File: src/rtl/ccwe_pkg.sv
// ----------------------------------------------------------------------------
// ccwe_pkg: shared types and constants of the coulomb counter
// Widths of the serial arithmetic units, charge units, register reset
// values, register indexes and the sequencer states.
// ----------------------------------------------------------------------------
package ccwe_pkg;

  // Serial multiplier: multiplicand, multiplier and product widths.
  localparam int unsigned MUL_A_W = 30;
  localparam int unsigned MUL_B_W = 24;
  localparam int unsigned MUL_P_W = MUL_A_W + MUL_B_W;

  // Serial divider by the efficiency unit: dividend and remainder widths.
  localparam int unsigned DIV_W = 49;
  localparam int unsigned REM_W = 14;

  // Magnitude of one scaled charge step, and the charge and sum widths.
  localparam int unsigned DMAG_W   = 37;
  localparam int unsigned CHARGE_W = 47;
  localparam int unsigned SUM_W    = CHARGE_W + 1;

  localparam int unsigned CFG_W = 36;

  // One mAh in mA*ms, and 100 percent in hundredths of a percent.
  localparam logic [21:0] MAMS_PER_MAH = 22'd3600000;
  localparam logic [13:0] EFF_ONE      = 14'd10000;

  localparam logic [23:0] CAPACITY_RST      = 24'd100000;
  localparam logic [13:0] EFF_RST           = 14'd10000;
  localparam logic [35:0] PERSIST_DELTA_RST = 36'd36000000;

  typedef enum logic [1:0] {
    CFG_CAPACITY      = 2'd0,
    CFG_CHARGE_EFF    = 2'd1,
    CFG_DISCHARGE_EFF = 2'd2,
    CFG_PERSIST_DELTA = 2'd3
  } cfg_idx_t;

  typedef enum logic [3:0] {
    S_IDLE,
    S_EFF,
    S_MAG,
    S_DIV,
    S_LOADW,
    S_LIMIT,
    S_DIFF,
    S_ABS,
    S_CMP,
    S_DONE
  } state_t;

endpackage

File: src/rtl/coulomb_counter_with_efficiency.sv
// ----------------------------------------------------------------------------
// coulomb_counter_with_efficiency: battery charge counter
// Integrates current over time with charge/discharge efficiency, clamps the
// charge to the capacity (saturates it if none) and raises persist requests.
// ----------------------------------------------------------------------------
// Usage:
//   Input channel (in_valid/in_ready): one beat is either an integrate tick
//   (func = 0: current_ma, elapsed_ms) or a load (func = 1: load_mah).
//   Output channel (out_valid/out_ready): exactly one beat per input beat,
//   carrying the charge in mA*ms and the persist request.
//   Configuration: cfg_we writes cfg_data into register cfg_index at once.
//   Sequence: an integrate beat multiplies elapsed_ms by the efficiency and
//   then by the current magnitude in the bit-serial multiplier (one
//   multiplier bit per cycle, 14 then 20 bits), then runs the bit-serial
//   divide by 10000; a load needs one 24-bit serial multiply.
//   One beat is worked on at a time, and the next beat is accepted only
//   once the block is back in idle.
//   The next beat is accepted while a finished result still waits in the
//   output register; if the receiver stalls, the block holds its second
//   result in its last state until the output register is free.
//   Reset sets the charge and the last saved charge to zero and the
//   registers to their defaults; no result is pending after reset.
// ----------------------------------------------------------------------------
module coulomb_counter_with_efficiency (
  input  logic                          clk,
  input  logic                          rst,
  input  logic                          cfg_we,
  input  logic [1:0]                    cfg_index,
  input  logic [ccwe_pkg::CFG_W-1:0]    cfg_data,
  input  logic                          in_valid,
  output logic                          in_ready,
  input  logic                          func,
  input  logic signed [19:0]            current_ma,
  input  logic [15:0]                   elapsed_ms,
  input  logic [23:0]                   load_mah,
  output logic                          out_valid,
  input  logic                          out_ready,
  output logic signed [46:0]            charge_mams,
  output logic                          persist_request
);

  localparam int unsigned AW = ccwe_pkg::MUL_A_W;
  localparam int unsigned BW = ccwe_pkg::MUL_B_W;
  localparam int unsigned PW = ccwe_pkg::MUL_P_W;
  localparam int unsigned DW = ccwe_pkg::DIV_W;
  localparam int unsigned MW = ccwe_pkg::DMAG_W;
  localparam int unsigned CW = ccwe_pkg::CHARGE_W;
  localparam int unsigned SW = ccwe_pkg::SUM_W;

  ccwe_pkg::state_t state, state_next;

  logic [23:0] cap_mah;
  logic [13:0] charge_eff;
  logic [13:0] discharge_eff;
  logic [ccwe_pkg::CFG_W-1:0] persist_delta;

  logic        func_r;
  logic        neg_r;
  logic [19:0] mag_r;
  logic        req_r;

  logic signed [CW-1:0] charge_acc;
  logic signed [CW-1:0] saved_charge;
  logic signed [SW-1:0] sum;
  logic [SW-1:0]        diff;
  logic [SW-1:0]        adiff;

  logic [19:0] cur_u;
  logic        neg_in;
  logic [19:0] mag_in;
  logic [13:0] eff_in;

  logic          a_start, a_busy;
  logic [AW-1:0] a_mcand;
  logic [BW-1:0] a_mplr;
  logic [PW-1:0] a_prod;
  logic          b_start, b_busy;
  logic [PW-1:0] b_prod;
  logic          div_start, div_busy;
  logic [DW-1:0] quot;

  logic [SW-1:0]        acc_ext;
  logic [SW-1:0]        saved_ext;
  logic [SW-1:0]        dmag;
  logic signed [SW-1:0] cap_mams;
  logic signed [SW-1:0] lim;

  // Sign and magnitude of the incoming current; zero counts as discharge.
  assign cur_u  = $unsigned(current_ma);
  assign neg_in = cur_u[19];
  assign mag_in = neg_in ? (~cur_u + 20'd1) : cur_u;
  assign eff_in = (!neg_in && (cur_u != '0)) ? charge_eff : discharge_eff;

  assign acc_ext   = {charge_acc[CW-1], charge_acc};
  assign saved_ext = {saved_charge[CW-1], saved_charge};
  assign dmag      = SW'(quot[MW-1:0]);
  assign cap_mams  = $signed({2'b00, b_prod[SW-3:0]});

  ccwe_mul u_mul_a (
    .clk      (clk),
    .rst      (rst),
    .start    (a_start),
    .mcand_in (a_mcand),
    .mplr_in  (a_mplr),
    .busy     (a_busy),
    .product  (a_prod)
  );

  // Capacity in mA*ms, worked out again for every beat.
  ccwe_mul u_mul_cap (
    .clk      (clk),
    .rst      (rst),
    .start    (b_start),
    .mcand_in (AW'(ccwe_pkg::MAMS_PER_MAH)),
    .mplr_in  (cap_mah),
    .busy     (b_busy),
    .product  (b_prod)
  );

  ccwe_div u_div (
    .clk      (clk),
    .rst      (rst),
    .start    (div_start),
    .dividend (a_prod[DW-1:0]),
    .busy     (div_busy),
    .quotient (quot)
  );

  // Clamp to the capacity, or saturate at the charge range without one.
  always_comb begin
    if (cap_mah != '0) begin
      if (sum[SW-1]) begin
        lim = '0;
      end else if (sum > cap_mams) begin
        lim = cap_mams;
      end else begin
        lim = sum;
      end
    end else if (sum[SW-1] && !sum[SW-2]) begin
      lim = $signed({2'b11, {(SW-2){1'b0}}});
    end else if (!sum[SW-1] && sum[SW-2]) begin
      lim = $signed({2'b00, {(SW-2){1'b1}}});
    end else begin
      lim = sum;
    end
  end

  always_ff @(posedge clk) begin
    if (rst) begin
      state <= ccwe_pkg::S_IDLE;
    end else begin
      state <= state_next;
    end
  end

  always_comb begin
    state_next = state;
    in_ready   = 1'b0;
    a_start    = 1'b0;
    a_mcand    = '0;
    a_mplr     = '0;
    b_start    = 1'b0;
    div_start  = 1'b0;
    unique case (state)
      ccwe_pkg::S_IDLE: begin
        in_ready = 1'b1;
        if (in_valid) begin
          a_start = 1'b1;
          b_start = 1'b1;
          if (func) begin
            a_mcand    = AW'(ccwe_pkg::MAMS_PER_MAH);
            a_mplr     = load_mah;
            state_next = ccwe_pkg::S_LOADW;
          end else begin
            a_mcand    = AW'(elapsed_ms);
            a_mplr     = BW'(eff_in);
            state_next = ccwe_pkg::S_EFF;
          end
        end
      end
      ccwe_pkg::S_EFF: begin
        if (!a_busy) begin
          a_start    = 1'b1;
          a_mcand    = a_prod[AW-1:0];
          a_mplr     = BW'(mag_r);
          state_next = ccwe_pkg::S_MAG;
        end
      end
      ccwe_pkg::S_MAG: begin
        if (!a_busy) begin
          div_start  = 1'b1;
          state_next = ccwe_pkg::S_DIV;
        end
      end
      ccwe_pkg::S_DIV: begin
        if (!div_busy) begin
          state_next = ccwe_pkg::S_LIMIT;
        end
      end
      ccwe_pkg::S_LOADW: begin
        if (!a_busy) begin
          state_next = ccwe_pkg::S_LIMIT;
        end
      end
      ccwe_pkg::S_LIMIT: begin
        if (!b_busy) begin
          state_next = func_r ? ccwe_pkg::S_DONE : ccwe_pkg::S_DIFF;
        end
      end
      ccwe_pkg::S_DIFF: state_next = ccwe_pkg::S_ABS;
      ccwe_pkg::S_ABS:  state_next = ccwe_pkg::S_CMP;
      ccwe_pkg::S_CMP:  state_next = ccwe_pkg::S_DONE;
      ccwe_pkg::S_DONE: begin
        if (!out_valid || out_ready) begin
          state_next = ccwe_pkg::S_IDLE;
        end
      end
      default: state_next = ccwe_pkg::S_IDLE;
    endcase
  end

  always_ff @(posedge clk) begin
    if (rst) begin
      cap_mah       <= ccwe_pkg::CAPACITY_RST;
      charge_eff    <= ccwe_pkg::EFF_RST;
      discharge_eff <= ccwe_pkg::EFF_RST;
      persist_delta <= ccwe_pkg::PERSIST_DELTA_RST;
      charge_acc    <= '0;
      saved_charge  <= '0;
      out_valid     <= 1'b0;
    end else begin
      if (cfg_we) begin
        unique case (cfg_index)
          ccwe_pkg::CFG_CAPACITY:      cap_mah       <= cfg_data[23:0];
          ccwe_pkg::CFG_CHARGE_EFF:    charge_eff    <= cfg_data[13:0];
          ccwe_pkg::CFG_DISCHARGE_EFF: discharge_eff <= cfg_data[13:0];
          ccwe_pkg::CFG_PERSIST_DELTA: persist_delta <= cfg_data;
          default: ;
        endcase
      end

      // A finished result loads the output register once it is free.
      if ((state == ccwe_pkg::S_DONE) && (!out_valid || out_ready)) begin
        out_valid <= 1'b1;
      end else if (out_ready) begin
        out_valid <= 1'b0;
      end

      unique case (state)
        ccwe_pkg::S_IDLE: begin
          if (in_valid) begin
            func_r <= func;
            neg_r  <= neg_in;
            mag_r  <= mag_in;
          end
        end
        ccwe_pkg::S_DIV: begin
          if (!div_busy) begin
            sum <= $signed(neg_r ? (acc_ext - dmag) : (acc_ext + dmag));
          end
        end
        ccwe_pkg::S_LOADW: begin
          if (!a_busy) begin
            sum <= $signed(SW'(a_prod[SW-3:0]));
          end
        end
        ccwe_pkg::S_LIMIT: begin
          if (!b_busy) begin
            charge_acc <= $signed(lim[CW-1:0]);
            if (func_r) begin
              saved_charge <= $signed(lim[CW-1:0]);
              req_r        <= 1'b1;
            end
          end
        end
        ccwe_pkg::S_DIFF: diff <= acc_ext - saved_ext;
        ccwe_pkg::S_ABS:  adiff <= diff[SW-1] ? (~diff + 1'b1) : diff;
        ccwe_pkg::S_CMP: begin
          req_r <= (adiff >= SW'(persist_delta));
          if (adiff >= SW'(persist_delta)) begin
            saved_charge <= charge_acc;
          end
        end
        ccwe_pkg::S_DONE: begin
          if (!out_valid || out_ready) begin
            charge_mams     <= charge_acc;
            persist_request <= req_r;
          end
        end
        default: ;
      endcase
    end
  end

  a_clamp_floor: assert property (@(posedge clk) disable iff (rst)
    ((state == ccwe_pkg::S_LIMIT) && !b_busy && (cap_mah != '0))
      |=> !charge_acc[CW-1])
    else $error("clamped charge went below zero");

  a_load_persists: assert property (@(posedge clk) disable iff (rst)
    ((state == ccwe_pkg::S_LIMIT) && !b_busy && func_r)
      |=> (req_r && (saved_charge == charge_acc)))
    else $error("load beat did not record a persist");

  a_units_idle: assert property (@(posedge clk) disable iff (rst)
    (state == ccwe_pkg::S_DONE) |-> (!a_busy && !b_busy && !div_busy))
    else $error("arithmetic unit still running at result time");

endmodule

File: src/rtl/ccwe_mul.sv
// ----------------------------------------------------------------------------
// ccwe_mul: bit-serial shift-and-add multiplier
// Takes one multiplier bit per cycle, LSB first, and stops as soon as the
// remaining multiplier bits are all zero.
// ----------------------------------------------------------------------------
module ccwe_mul (
  input  logic                          clk,
  input  logic                          rst,
  input  logic                          start,
  input  logic [ccwe_pkg::MUL_A_W-1:0]  mcand_in,
  input  logic [ccwe_pkg::MUL_B_W-1:0]  mplr_in,
  output logic                          busy,
  output logic [ccwe_pkg::MUL_P_W-1:0]  product
);

  localparam int unsigned BW = ccwe_pkg::MUL_B_W;
  localparam int unsigned PW = ccwe_pkg::MUL_P_W;

  logic [PW-1:0] mcand;
  logic [BW-1:0] mplr;

  always_ff @(posedge clk) begin
    if (rst) begin
      busy <= 1'b0;
    end else if (start) begin
      busy <= 1'b1;
    end else if (busy && (mplr[BW-1:1] == '0)) begin
      busy <= 1'b0;
    end
  end

  always_ff @(posedge clk) begin
    if (rst) begin
      product <= '0;
    end else if (start) begin
      mcand   <= PW'(mcand_in);
      mplr    <= mplr_in;
      product <= '0;
    end else if (busy) begin
      if (mplr[0]) begin
        product <= product + mcand;
      end
      mcand <= mcand << 1;
      mplr  <= mplr >> 1;
    end
  end

  a_start_clears: assert property (@(posedge clk) disable iff (rst)
    start |=> (busy && (product == '0)))
    else $error("multiplier did not start from a cleared product");

  a_serial_shift: assert property (@(posedge clk) disable iff (rst)
    (busy && !start) |=> (mplr == ($past(mplr) >> 1)))
    else $error("multiplier consumed other than one bit per cycle");

  a_idle_holds: assert property (@(posedge clk) disable iff (rst)
    (!busy && !start) |=> $stable(product))
    else $error("product changed while the multiplier was idle");

endmodule

File: src/rtl/ccwe_div.sv
// ----------------------------------------------------------------------------
// ccwe_div: bit-serial restoring divider by the efficiency unit
// Produces one quotient bit per cycle, MSB first; the quotient replaces the
// dividend in the same shift register.
// ----------------------------------------------------------------------------
module ccwe_div (
  input  logic                        clk,
  input  logic                        rst,
  input  logic                        start,
  input  logic [ccwe_pkg::DIV_W-1:0]  dividend,
  output logic                        busy,
  output logic [ccwe_pkg::DIV_W-1:0]  quotient
);

  localparam int unsigned DW    = ccwe_pkg::DIV_W;
  localparam int unsigned RW    = ccwe_pkg::REM_W;
  localparam int unsigned CNT_W = $clog2(DW);
  localparam logic [CNT_W-1:0] LAST = CNT_W'(DW - 1);

  logic [DW-1:0]    work;
  logic [RW-1:0]    rem;
  logic [CNT_W-1:0] cnt;
  logic [RW:0]      trial;
  logic             fits;

  assign trial    = {rem, work[DW-1]};
  assign fits     = (trial >= {1'b0, ccwe_pkg::EFF_ONE});
  assign quotient = work;

  always_ff @(posedge clk) begin
    if (rst) begin
      busy <= 1'b0;
      cnt  <= '0;
    end else if (start) begin
      busy <= 1'b1;
      cnt  <= '0;
    end else if (busy) begin
      if (cnt == LAST) begin
        busy <= 1'b0;
      end else begin
        cnt <= cnt + 1'b1;
      end
    end
  end

  always_ff @(posedge clk) begin
    if (start) begin
      work <= dividend;
      rem  <= '0;
    end else if (busy) begin
      rem  <= fits ? RW'(trial - {1'b0, ccwe_pkg::EFF_ONE}) : trial[RW-1:0];
      work <= {work[DW-2:0], fits};
    end
  end

  a_start_count: assert property (@(posedge clk) disable iff (rst)
    start |=> (busy && (cnt == '0)))
    else $error("divider did not restart its bit count");

  a_rem_bound: assert property (@(posedge clk) disable iff (rst)
    busy |-> (rem < ccwe_pkg::EFF_ONE))
    else $error("divider remainder out of range");

  a_finish: assert property (@(posedge clk) disable iff (rst)
    (busy && !start && (cnt == LAST)) |=> !busy)
    else $error("divider ran past its last quotient bit");

endmodule

File: config.mk
export PLATFORM = sky130hd
export DESIGN_NAME = coulomb_counter_with_efficiency
export DESIGN_NICKNAME = d
export VERILOG_FILES = /design/src/rtl/ccwe_pkg.sv /design/src/rtl/coulomb_counter_with_efficiency.sv /design/src/rtl/ccwe_mul.sv /design/src/rtl/ccwe_div.sv
export SDC_FILE = /design/constraint.sdc
export NUM_CORES = 2
export LEC_CHECK = 0
export ABC_AREA = 1
export BUFFER_PORTS_ARGS = -buffer_cell sky130_fd_sc_hd__buf_2
export CORE_MARGIN = 3
export CORE_UTILIZATION = 30
export CTS_BUF_LIST = sky130_fd_sc_hd__clkbuf_2
export CTS_CLUSTER_DIAMETER = 150
export DETAILED_ROUTE_END_ITERATION = 7
export PLACE_DENSITY_LB_ADDON = 0.3
export SLEW_MARGIN = 20
export SYNTH_ARGS = -nofsm -noshare
export SYNTH_HDL_FRONTEND = slang
export SYNTH_SLANG_ARGS = --single-unit
File: constraint.sdc
create_clock -name clk -period 6.5 [get_ports clk]
set_input_delay 0.975 -clock clk [delete_from_list [all_inputs] [get_ports clk]]
set_output_delay 0.975 -clock clk [all_outputs]
set_load 0.005 [all_outputs]
==> out/results.tsv <==
stage	metric	value	unit
status	outcome	finished, final reports clean	
global_route	grt_max_degree	76	
yosys	synthAdderAreaFrac	7.45	%
yosys	synth_top_family_by_area	simple AND/OR/NAND/NOR gates	
placement	dp_hpwl	133	mm
clock_tree	post_cts_buffers	0	
yosys	synth_seq_cells	698	
yosys	synth.mux.area_fraction	0	%
sta	setup_tns	0	ps
yosys	synth-edff-count	400	
placement	io_buffers	153	
flow_run	maxCapViolations	0	
floorplanning	top_level_ports	154	
drt	postRouteAntennaNets	0	
global_route	grt_first_pass_wirelength	255	mm
placement	gp_congestion	0.964	
layout	fin_util	34.8	%
sta	tightest_slew	1150	ps
yosys	synthXorXnorAreaFrac	4.18	%
clock_tree	cts_resized	0	
sta	timing.final.crit_share	68.5	%
layout	drive_gt1_share	8.69	%
sta	finalHoldViolCount	0	
critical_path	cp-end-kind	flip-flop	
global_route	grt_pass1_vias	41320	
critical_path	critPathKind	flip-flop to flip-flop	
clock_tree	cts_num_sinks	698	
yosys	ys.flop_type	edfxtp_1	
yosys	async_flop_share	0	%
yosys	synth-simple-area-share	21.9	%
layout	fin_nets	6873	
sta	slew_violations	0	
pwr	clock_power_share	18.4	%
floorplanning	die_area	156000	um^2
critical_path	path_cells	buf_4, inv_1, nand2_1, o21ai_1, nor2_1, o21ai_0, xnor2_1, ha_1, nand2_1, nor2_1, nand2_1, nor4_1, nand2_1, nand3_1, nand3_1, nand2_1, nand2_1, nand3_1, o21ai_1	
floorplanning	start_util	30.4	%
floorplanning	die_h	394	um
yosys	synthesis.nets	6487	
drt	drt_iter0_markers	3165	
pwr	p_sw_share	46.2	%
critical_path	critPathMaxStageDelay	550	ps
yosys	ys_types	59	
yosys	synth.avg_cell_area	7.40	um^2
critical_path	path_buf_inv	2	
layout	multi_input_area	22600	um^2
sta	finalCriticalPeriod	4450	ps
drt	dr.pass1.iters	5	
yosys	yosysSeqAreaShare	39.7	%
global_route	antenna_found_initial	18	
critical_path	critPathMaxFanout	24	
clock_tree	clock_path_buffers	3	
drt	detail_route.wl_per_cell	19.7	um
pwr	leakage	0.0241	uW
yosys	yosys_warnings	0	
sta	rsz0062_at_grt	no	
min_path	hold_path_class	input pin to flip-flop	
clock_tree	cts_root_buf	clkbuf_2	
drt	totalWireLength	171	mm
critical_path	crit_arrival	5790	ps
critical_path	required	7840	ps
pwr	power_density	358	nW/um^2
sta	setup_viol	0	
sta	slew_headroom	23.5	%
critical_path	crit_path_start_kind	flip-flop	
pwr	p_int	9980	uW
drt	vias	42824	
layout	syn2layout_area_growth	14.4	%
pwr	seqPwrFrac	35.5	%
drt	drc_errors	0	
global_route	grt.overflow.total	0	
pwr	p_switching	8570	uW
floorplanning	fp-row-count	141	
clock_tree	cts_max_level	4	
layout	num-fill-cells	16027	
layout	seq_area	18000	um^2
clock_tree	cts_tree	done	
clock_tree	cts_buffers	192	
global_route	grt_usage	21.4	%
yosys	synthCells	6116	
critical_path	worst_path_max_delay_cell	nor4_1	
sta	clock.fmax	225	MHz
clock_tree	clk_pin_slew	130	ps
pwr	combPwrFrac	46.0	%
drt	drt-vias-per-instance	4.94	
floorplanning	die_x	394	um
sta	finClkSkew	136	ps
floorplanning	coreArea	149000	um^2
clock_tree	clk_latency	1700	ps
yosys	syn_area	45300	um^2
pwr	vdd_drop_max	0.185	mV
critical_path	cpMostUsedCell	nand2_1	
yosys	synth-compound-area-share	16.2	%
clock_tree	postCtsHoldBufs	183	
critical_path	cp_top_family	simple AND/OR/NAND/NOR gates	
-- Yosys cell counts (all sizes together) (50+ instances only) --
cell type	n	share of area [%]
ha	263	7.3
edfxtp	400	27
o211ai	50	0.83
nand3	388	4.3
inv	1055	8.8
a21oi	457	5.1
xnor2	76	1.5
clkbuf	126	1.0
nor3	83	0.93
nand2	1214	10
xor2	140	2.7
buf	57	0.70
o21bai	74	1.2
o21ai	601	6.7
dfxtp	298	13
nor2	531	4.5
nand4	72	1.0
-- path summary, 6_finish.rpt --
kind / end / start / cells past startpoint / slack, ps
setup / recovery: sum[32] / neg_r / 19 / 2050
hold / removal: u_mul_a.mcand[12] / elapsed_ms[12] / 4 / 230
setup reg to reg: sum[32] / neg_r / 19 / 2050
hold reg to reg: discharge_eff[6] / discharge_eff[6] / 2 / 460
-- kinds of logic (layout without fill, tap and decap cells) --
| group | count (synthesis) | after routing |
|---|---|---|
| xor gates and xnor gates | 216 | 216 |
| other | 0 | 12 |
| and+or+nand+nor | 2363 | 2363 |
| adders and majority gates | 267 | 267 |
| buffers and inverters | 1240 | 1785 |
| DFF | 698 | 698 |
| AOI/OAI and AO/OA | 1332 | 1332 |
-- cell usage in the layout, fill, tap and decap left out, types with 7 or more instances in the layout --
| cell type | count |
|---|---|
| nor2_4 | 7 |
| xnor2_1 | 76 |
| edfxtp_1 | 400 |
| o21bai_1 | 74 |
| diode_2 | 12 |
| nor2_2 | 8 |
| dlygate4sd3_1 | 183 |
| o211ai_1 | 50 |
| buf_4 | 39 |
| inv_2 | 12 |
| xor2_1 | 140 |
| nand3b_1 | 7 |
| a21boi_0 | 18 |
| nor2_1 | 516 |
| ha_1 | 263 |
| o31ai_1 | 9 |
| a21o_1 | 29 |
| or2_2 | 20 |
| nand2_1 | 1208 |
| o21ai_1 | 11 |
| buf_2 | 153 |
| a21oi_1 | 455 |
| clkinv_1 | 39 |
| o21a_1 | 14 |
| a31oi_1 | 43 |
| nor4_1 | 37 |
| nand3_1 | 387 |
| nor3_1 | 79 |
| nand4_1 | 72 |
| clkbuf_2 | 297 |
| inv_1 | 1041 |
| o21ai_0 | 585 |
| o221ai_1 | 8 |
| dfxtp_1 | 298 |
-- metal layers --
metal	part of all wire, %	track usage (%)	wire length, um
met1	45	28.6	77500
met2	46	35.6	79000
met3	5.8	3.41	9860
met4	2.6	6.24	4510
met5	0.016	0	27
-- sequential cells by signal, summed over array words and instances (netlist names), 47 cells and up --
| signal | flops |
|---|---|
| u_div.quotient | 49 |
| charge_acc | 47 |
| charge_mams | 47 |
| u_mul_a.mcand | 49 |
| sum | 48 |
| diff | 48 |
| u_mul_a.product | 49 |
| saved_charge | 47 |
| adiff | 48 |
-- cell type report --
type	count	area share (%)
diodes	12	0.0580
clock buffers	297	2.87
clock inverters	56	0.674
inverters	1057	7.67
multi-input cells	4178	43.6
flip-flops and latches	698	34.7
well taps	2002	4.84
repair buffers	375	5.58
-- worst register-to-register path, delay by kind of cell, from the launching register on --
kind | cells | cell delay (ps)
simple gates | 12 | 2170
buf+inv | 2 | 690
fa+ha+maj | 1 | 410
compound gates | 3 | 390
flops | 1 | 350
xor+xnor | 1 | 180
-- metrics by stage --
step / cell area, um^2 / cells / total power, uW / worst slack [ps] / hold WS, ps
final: 51800 / 8675 / 18500 / 2050 / 227
after global routing: 51800 / 8669 / 20000 / 1580 / 104
after CTS: 51800 / 8663 / 18700 / 2070 / 2.91
after detailed placement: 48100 / 8127 / 15100 / 2110 / 442
after global placement: 48100 / 8126 / 15000 / 2150 / 436
after floorplan: 45300 / 6116 / 12300 / 1490 / 400
-- power by group through the flow --
stage	Clock, uW	Combinational [uW]	Sequential, uW
6_report	3420	8540	6590
4_1_cts	3550	8520	6590
2_1_floorplan	0	5890	6380
5_1_grt	3770	9580	6670
3_3_place_gp	0	8320	6670
3_5_place_dp	0	8380	6680
No activity file was read; power rests on OpenSTA's default activity.
